==> config.mk <==
export PLATFORM = sky130hd
export DESIGN_NAME = hwig_accum
export DESIGN_NICKNAME = d
export VERILOG_FILES = /design/src/hw/rtl/hwig_pkg.sv /design/src/hw/rtl/hwig_accum.sv
export VERILOG_INCLUDE_DIRS = /design/src /design/src/hw/rtl
export SDC_FILE = /design/constraint.sdc
export NUM_CORES = 1
export LEC_CHECK = 0
export BUFFER_PORTS_ARGS = -buffer_cell sky130_fd_sc_hd__buf_4
export CAP_MARGIN = 20
export CORE_ASPECT_RATIO = 1.2
export CORE_MARGIN = 1.5
export CORE_UTILIZATION = 30
export CTS_CLUSTER_DIAMETER = 60
export DETAILED_ROUTE_END_ITERATION = 8
export PLACE_DENSITY = 0.53
export SLEW_MARGIN = 20
export SYNTH_ARGS = -nofsm -noshare
export SYNTH_HDL_FRONTEND = slang
export SYNTH_SLANG_ARGS = --single-unit
==> constraint.sdc <==
create_clock -name aclk -period 5.4 [get_ports aclk]
set_input_delay 0.54 -clock aclk [delete_from_list [all_inputs] [get_ports aclk]]
set_output_delay 0.54 -clock aclk [all_outputs]
set_load 0.02 [all_outputs]
==> src/hw/rtl/hemicube_weighted_irradiance_gather_assert.svh <==
// Assertion macros used by the gather accumulator.
`ifndef HEMICUBE_WEIGHTED_IRRADIANCE_GATHER_ASSERT_SVH
`define HEMICUBE_WEIGHTED_IRRADIANCE_GATHER_ASSERT_SVH

// Same-cycle implication, disabled during reset.
`define HWIG_ASSERT_NOW(lbl, clk, rst_n, ante, cons, msg) \
    lbl: assert property (@(posedge clk) disable iff (!rst_n) (ante) |-> (cons)) \
        else $error(msg);

// Next-cycle implication, disabled during reset.
`define HWIG_ASSERT_NEXT(lbl, clk, rst_n, ante, cons, msg) \
    lbl: assert property (@(posedge clk) disable iff (!rst_n) (ante) |=> (cons)) \
        else $error(msg);

`endif

==> src/hw/rtl/hwig_pkg.sv <==
`default_nettype none

package hwig_pkg;

    // Item modes carried on the input tuser
    localparam logic [1:0] MODE_TOP   = 2'd0;
    localparam logic [1:0] MODE_SIDE  = 2'd1;
    localparam logic [1:0] MODE_PIXEL = 2'd2;

    // Weight table geometry
    localparam int TOP_DEPTH  = 16384;
    localparam int SIDE_DEPTH = 8192;
    localparam int TOP_AW     = 14;
    localparam int SIDE_AW    = 13;

    localparam int W_W    = 24;
    localparam int PROD_W = 48;
    localparam int TOT_W  = 51;
    localparam int CNT_W  = 16;

    localparam logic [PROD_W-1:0] SUM_MAX     = 48'hFFFF_FFFF_FFFF;
    localparam logic [CNT_W-1:0]  CNT_MAX     = 16'hFFFF;
    localparam logic [CNT_W-1:0]  LIMIT_RESET = 16'd4915;

    // Pixel group after the weight read
    typedef struct packed {
        logic                     upper;
        logic                     last;
        logic [4:0]               flags;
        logic [4:0][W_W-1:0]      rad;
    } pix_t;

    // Pixel group reduced to one sum and one flag count
    typedef struct packed {
        logic                     valid;
        logic                     last;
        logic [TOT_W-1:0]         total;
        logic [2:0]               nflag;
    } red_t;

endpackage

`default_nettype wire

==> src/hw/rtl/hwig_accum.sv <==
`default_nettype none

`include "hemicube_weighted_irradiance_gather_assert.svh"

module hwig_accum (
    input  wire logic                          aclk,
    input  wire logic                          aresetn,
    input  wire hwig_pkg::red_t                red,
    input  wire logic [hwig_pkg::CNT_W-1:0]    limit,
    output logic                               adv,
    output logic                               m_tvalid,
    input  wire logic                          m_tready,
    output logic [39:0]                        m_tdata,  // irradiance, backface_count
    output logic                               m_tuser   // rejected
);

    logic [hwig_pkg::PROD_W-1:0] sum_reg;
    logic [hwig_pkg::PROD_W-1:0] sum_next;
    logic [hwig_pkg::CNT_W-1:0]  cnt_reg;
    logic [hwig_pkg::CNT_W-1:0]  cnt_next;
    logic [hwig_pkg::PROD_W+3:0] sum_wide;
    logic [hwig_pkg::CNT_W:0]    cnt_wide;
    logic                        out_valid_reg;
    logic [hwig_pkg::W_W-1:0]    irr_reg;
    logic [hwig_pkg::CNT_W-1:0]  ocnt_reg;
    logic                        rej_reg;
    logic                        rej_next;
    logic                        retire_last;

    // Hold the pipeline only when a result must enter a full output register
    assign adv = !(red.valid && red.last && out_valid_reg && !m_tready);
    assign retire_last = adv && red.valid && red.last;

    // Saturating accumulate of sum and flag count
    always_comb begin
        sum_wide = {4'b0, sum_reg} + {1'b0, red.total};
        sum_next = (sum_wide > {4'b0, hwig_pkg::SUM_MAX}) ? hwig_pkg::SUM_MAX
                                                         : sum_wide[hwig_pkg::PROD_W-1:0];
        cnt_wide = {1'b0, cnt_reg} + {14'b0, red.nflag};
        cnt_next = cnt_wide[hwig_pkg::CNT_W] ? hwig_pkg::CNT_MAX
                                            : cnt_wide[hwig_pkg::CNT_W-1:0];
        rej_next = cnt_next > limit;
    end

    // Accumulators, cleared after the last group of a texel
    always_ff @(posedge aclk) begin
        if (!aresetn) begin
            sum_reg <= '0;
            cnt_reg <= '0;
        end else if (adv && red.valid) begin
            if (red.last) begin
                sum_reg <= '0;
                cnt_reg <= '0;
            end else begin
                sum_reg <= sum_next;
                cnt_reg <= cnt_next;
            end
        end
    end

    // Output register valid
    always_ff @(posedge aclk) begin
        if (!aresetn) begin
            out_valid_reg <= 1'b0;
        end else if (retire_last) begin
            out_valid_reg <= 1'b1;
        end else if (m_tready) begin
            out_valid_reg <= 1'b0;
        end
    end

    // Output register payload
    always_ff @(posedge aclk) begin
        if (retire_last) begin
            irr_reg  <= rej_next ? '0 : sum_next[hwig_pkg::PROD_W-1:hwig_pkg::W_W];
            rej_reg  <= rej_next;
            ocnt_reg <= cnt_next;
        end
    end

    assign m_tvalid = out_valid_reg;
    assign m_tdata  = {ocnt_reg, irr_reg};
    assign m_tuser  = rej_reg;

    `HWIG_ASSERT_NOW(a_rej_zero, aclk, aresetn, m_tvalid && m_tuser, m_tdata[23:0] == 24'd0, "rejected result carries light")
    `HWIG_ASSERT_NOW(a_rej_match, aclk, aresetn, m_tvalid, m_tuser == (m_tdata[39:24] > limit), "reject flag disagrees with count")
    `HWIG_ASSERT_NEXT(a_clear, aclk, aresetn, retire_last, sum_reg == '0 && cnt_reg == '0, "accumulators not cleared after texel")
    `HWIG_ASSERT_NEXT(a_out_load, aclk, aresetn, retire_last, m_tvalid, "finished texel did not reach the output")

endmodule

`default_nettype wire

Word-level counts from Yosys, hierarchy flattened
Index checks and enable logic that the tools add are counted.
W data, S select, Z words.
Storage, ports and cells
  bits in registers: 106
  bits of input ports: 75
  output and inout bits: 43
Cells by class
  $add $sub $neg: 2
  order comparisons: 2
  muxes and demuxes: 6
  reduce and logical (&&, ||, !) cells: 8
Operator list (number)
  $mux W48: 2
  $add A48 B51 Y52: 1
  $gt A52 B48 Y1 const B: 1
  $mux W16: 2
  $add A16 B3 Y17: 1
  $gt A16 B16 Y1: 1
  $logic_and A1 B1 Y1: 5
  $logic_not A1 Y1: 2
  $mux W1: 2
  $reduce_bool A2 Y1: 1

Logic depth before layout (Yosys ltp)
  word-level depth: 7
  gate-level depth with buffers: 22
  gate-level depth less buffers: 21

Worst setup path before layout
No wires, ideal clock.
  path kind: input to register
  from: input red[0] (netlist bit)
  to: register irr_reg[17] (netlist bit) (data pin)
  data arrival time: 3.702 ns
  data required time: 5.145 ns
  slack: 1.443 ns
  stages: 22
  buffers on the path: 2
  path through: ha_1 > inv_1 > fa_1 > inv_1 > a21oi_1 > nor2_1 > nand2_1 > nor2_1 > nand4_1 > clkbuf_1 > nand2_1 > ha_1 > nor2b_1 > o21a_1 > o21ai_0 > nand2b_1 > a21oi_1 > o21ai_0 > a21oi_1 > a31oi_1 > clkbuf_1 > o21ba_2
Between the ends
  cells in the longest elaborated chain, start to end: 3
RTL lines
  start: declaration: RTL line hwig_accum.sv:8  | input wire hwig_pkg::red_t red,
  $add A16 B3 Y17: RTL line hwig_accum.sv:39  | cnt_wide = {1'b0, cnt_reg} + {14'b0, red.nflag};
  $mux W16: RTL line hwig_accum.sv:40  | cnt_next = cnt_wide[hwig_pkg::CNT_W] ? hwig_pkg::CNT_MAX
  net cnt_next (one bit): RTL line hwig_accum.sv:20  | logic [hwig_pkg::CNT_W-1:0] cnt_next;
  $gt A16 B16 Y1: RTL line hwig_accum.sv:42  | rej_next = cnt_next > limit;
  end signal: assignment: RTL line hwig_accum.sv:75  | irr_reg <= rej_next ? '0 : sum_next[hwig_pkg::PROD_W-1:hwig_pkg::W_W];
  end: declaration: RTL line hwig_accum.sv:24  | logic [hwig_pkg::W_W-1:0] irr_reg;
The timed path passes the listed nets, and every way through them passes these cells.
A chain may end at the register's enable or synchronous reset.

Worst setup path after layout
  from: register cnt_reg[0] (netlist bit)
  to: register irr_reg[7] (netlist bit) (data pin)
Between the ends
  cells in the longest elaborated chain, start to end: 3
RTL lines
  start: declaration: RTL line hwig_accum.sv:19  | logic [hwig_pkg::CNT_W-1:0] cnt_reg;
  start signal: assignment: RTL line hwig_accum.sv:56  | cnt_reg <= cnt_next;
  $add A16 B3 Y17: RTL line hwig_accum.sv:39
  $mux W16: RTL line hwig_accum.sv:40
  net cnt_next (one bit): RTL line hwig_accum.sv:20
  $gt A16 B16 Y1: RTL line hwig_accum.sv:42
The timed path passes the listed nets, and every way through them passes these cells.

==> results.sh <==
export IMPL_outcome="completed"
export IMPL_route_detailed_drc=0
export IMPL_synth_top_area_share_pct=17.5
export IMPL_io_pins=118
export IMPL_core_sq_mm=0.0245
export IMPL_areaGrowthSynthToFinish_pct=19.9
export IMPL_p_leak_nw=3.80
export IMPL_fp_row_count=63
export IMPL_dpl_cell_count=1254
export IMPL_wl_mm=21.9
export IMPL_slowest_stage="nand4_1"
export IMPL_layout_common_cells="124 x buf_4, 88 x a21oi_1, 71 x nand2_1, 67 x ha_1, 65 x dfxtp_1"
export IMPL_worstSkewPairLatency_ps=360
export IMPL_die_w_um=147
export IMPL_reg2reg_to="irr_reg[7]$_SDFFCE_PP0P_"
export IMPL_max_freq_ghz=0.219
export IMPL_grt_pass1_vias=6646
export IMPL_cts_made_buffers=9
export IMPL_crit_top_cell="a21oi_1"
export IMPL_worstPathRequired_ps=5630
export IMPL_setup_viol=0
export IMPL_mostFrequentLayoutCell="buf_4"
export IMPL_synthFlopType="dfxtp_1"
export IMPL_worstMarginPinSlew_ps=851
export IMPL_cts_hold_buf=0
export IMPL_grt_max_degree=45
export IMPL_drive_above_1_share_pct=18.2
export IMPL_vias_per_cell=5.28
export IMPL_dr_total_vias=6706
export IMPL_dp_hpwl_mm=16.6
export IMPL_timing_hold_ws_ps=472
export IMPL_dr_pass1_iters=5
export IMPL_reg2reg_slack_ps=830
export IMPL_nets=1084
export IMPL_drt_iter0_drc=341
export IMPL_synth_cell_type_count=67
export IMPL_syn_area_per_cell_sq_um=8.82
export IMPL_crit_end="irr_reg[7]$_SDFFCE_PP0P_"
export IMPL_rsz0062_at_grt="no"
export IMPL_globalplace_congestion=0.839
export IMPL_largest_reg_flops=48
export IMPL_avgRoutedWirePerCell_um=17.3
export IMPL_clockBufferDepth=2
export IMPL_timing_setup_tns_ps=0
export IMPL_yosys_top_cells_area="dfxtp_1 17%, edfxtp_1 17%, ha_1 11%"
export IMPL_die_h_um=176
export IMPL_synthArstFlopShare_pct=0
export IMPL_cts_root_buffer="clkbuf_16"
export IMPL_yosys_area_top_type="dfxtp_1"
export IMPL_fillers=2599
export IMPL_initial_core_util_pct=30.4
export IMPL_port_buffer_count=117
export IMPL_reg2reg_from="cnt_reg[0]$_SDFFE_PN0P_"
export IMPL_cts_max_level=3
export IMPL_drt_antenna_violating_nets=0
export IMPL_cts_sinks=106
export IMPL_grt_pass1_wl_mm=35.0
export IMPL_layout_cells_non_filler=1270
export IMPL_cp_max_fo=25
export IMPL_start_kind="register"
export IMPL_cpPeakStageDelay_ps=550
export IMPL_cts_tree="yes"
export IMPL_die_area_sq_mm=0.0258
export IMPL_insertedDiodeCount=0
export IMPL_synth_cells=845
export IMPL_cts_resized=0
export IMPL_ir_drop_mv=0.155
export IMPL_postCtsSetupRepairBufs=0
export IMPL_grt_ovfl_total=0
export IMPL_seq_area_frac_synth_pct=34.0
export IMPL_antenna_found_initial=0
export IMPL_yosys_warnings=0
export IMPL_slew_violations=0
export IMPL_clock_skew_ps=13.7
export IMPL_crit_path_cell_trace="ha_1, inv_1, fa_1, inv_1, a21oi_1, nor2_1, nand2_1, nor2_1, nand4_1, nand2_1, ha_1, nor2b_1, o21a_1, o21ai_0, nand2b_1, a21oi_1, o21ai_0, a21oi_1, a31oi_2, buf_4, o21ba_2"
export IMPL_clk_pin_slew_ps=80
export IMPL_min_period_over_period_pct=84.7
export IMPL_reg2reg_depth=21
export IMPL_track_usage_pct=17.2
export IMPL_startpoint="cnt_reg[0]$_SDFFE_PN0P_"
export IMPL_synth_edf_count=41
export IMPL_endpoint_kind="register"
export IMPL_period_needed_ps=4570
export IMPL_hold_violations=0
export IMPL_syn_num_nets=989
export IMPL_critPathArrivalTime_ps=4800
export IMPL_synth_area_sq_mm=0.00745
export IMPL_cap_violations=0
export IMPL_hold_path_class="primary input to register"
export IMPL_synth_seq_cells=106
export IMPL_maxSlewHeadroom_pct=43.2
export IMPL_powerDensity_mw_per_mm2=266
export IMPL_critPathKind="register to register"
==> layout make-up <==
type / count / area (sq um) / share of cell area (%)
Clock buffer: 9 / 225 / 2.52
Inverter: 33 / 124 / 1.39
Multi-Input combinational cell: 666 / 4650 / 52.1
Timing Repair Buffer: 124 / 931 / 10.4
Sequential cell: 106 / 2530 / 28.3
Clock inverter: 7 / 61.3 / 0.686
Tap cell: 325 / 407 / 4.55
==> worst min path at each step <==
stage          slack, ps  cells past startpoint                        to                     start
6_report             470                      3     m_tvalid$_SDFFE_PN0P_                   red[55]
3_5_place_dp         450                      2  sum_reg[34]$_SDFFE_PN0P_  sum_reg[34]$_SDFFE_PN0P_
3_3_place_gp         450                      1  sum_reg[44]$_SDFFE_PN0P_  sum_reg[44]$_SDFFE_PN0P_
4_1_cts              470                      3     m_tvalid$_SDFFE_PN0P_                   red[55]
5_1_grt              470                      3     m_tvalid$_SDFFE_PN0P_                   red[55]
2_1_floorplan        430                      2  sum_reg[24]$_SDFFE_PN0P_  sum_reg[24]$_SDFFE_PN0P_
==> through the flow <==
step           utilization [%]  area [sq um]  worst slack (ps)  power [W]
2_1_floorplan                -          7450              1440    0.00151
3_3_place_gp              35.3          8650               716    0.00174
3_5_place_dp              35.3          8650               601    0.00173
4_1_cts                   36.4          8930               844    0.00241
5_1_grt                   36.4          8930               496    0.00253
6_report                  36.4          8930               828    0.00238
==> per-layer routing <==
| layer | track usage, % | vias up | share of wire [%] |
|---|---|---|---|
| met5 | 0 | - | 0 |
| met4 | 4.63 | 0 | 1.7 |
| met3 | 3.69 | 25 | 5.0 |
| met2 | 30.1 | 152 | 48 |
| met1 | 21.2 | 3156 | 45 |
| li1 | - | 3373 | - |
==> kinds of logic after synthesis <==
logic type | synth area share (%)
XOR/XNOR | 6.11
adder cells (fa/ha/maj) | 11.8
AO/OA/AOI/OAI | 27.4
flip-flops | 34.0
AND/OR/NAND/NOR | 16.2
multiplexers | 0.571
buffers and inverters | 3.93
==> power by group <==
| group | internal [W] | switching [W] | total, W |
|---|---|---|---|
| logic | 0.000330 | 0.000469 | 0.000800 |
| registers | 0.000892 | 0.0000306 | 0.000922 |
| clock network | 0.000322 | 0.000336 | 0.000658 |
| total | 0.00154 | 0.000836 | 0.00238 |
==> synth_stat cells (3+ instances only) <==
library cell / instances
xor2_1: 24
a211oi_1: 4
o21ai_0: 56
nand4_1: 20
nor2_1: 63
a21boi_0: 3
nand2b_1: 8
and3_1: 10
a31oi_1: 8
and4_1: 3
nand3_1: 19
nor3_1: 11
ha_1: 67
o21ba_2: 13
o221ai_1: 4
a211o_1: 3
xnor2_1: 28
a221o_1: 36
a21oi_1: 89
buf_2: 3
nand2_1: 71
and2_1: 12
o211ai_1: 5
nor4_1: 6
dfxtp_1: 65
o21bai_1: 4
a22oi_1: 15
or2_2: 5
clkbuf_1: 35
a311oi_1: 4
a21o_1: 28
nor2b_1: 5
edfxtp_1: 41
o21a_1: 4
inv_1: 33
==> worst max-delay path: cells and delay by family, from the launching register on <==
kind | cells | cell delay, ps
buffers and inverters | 3 | 360
adders and majority gates | 3 | 850
and+or+nand+nor | 7 | 1760
DFF | 1 | 360
AOI/OAI and AO/OA | 8 | 1120
Power figures use the tool's default switching activity.
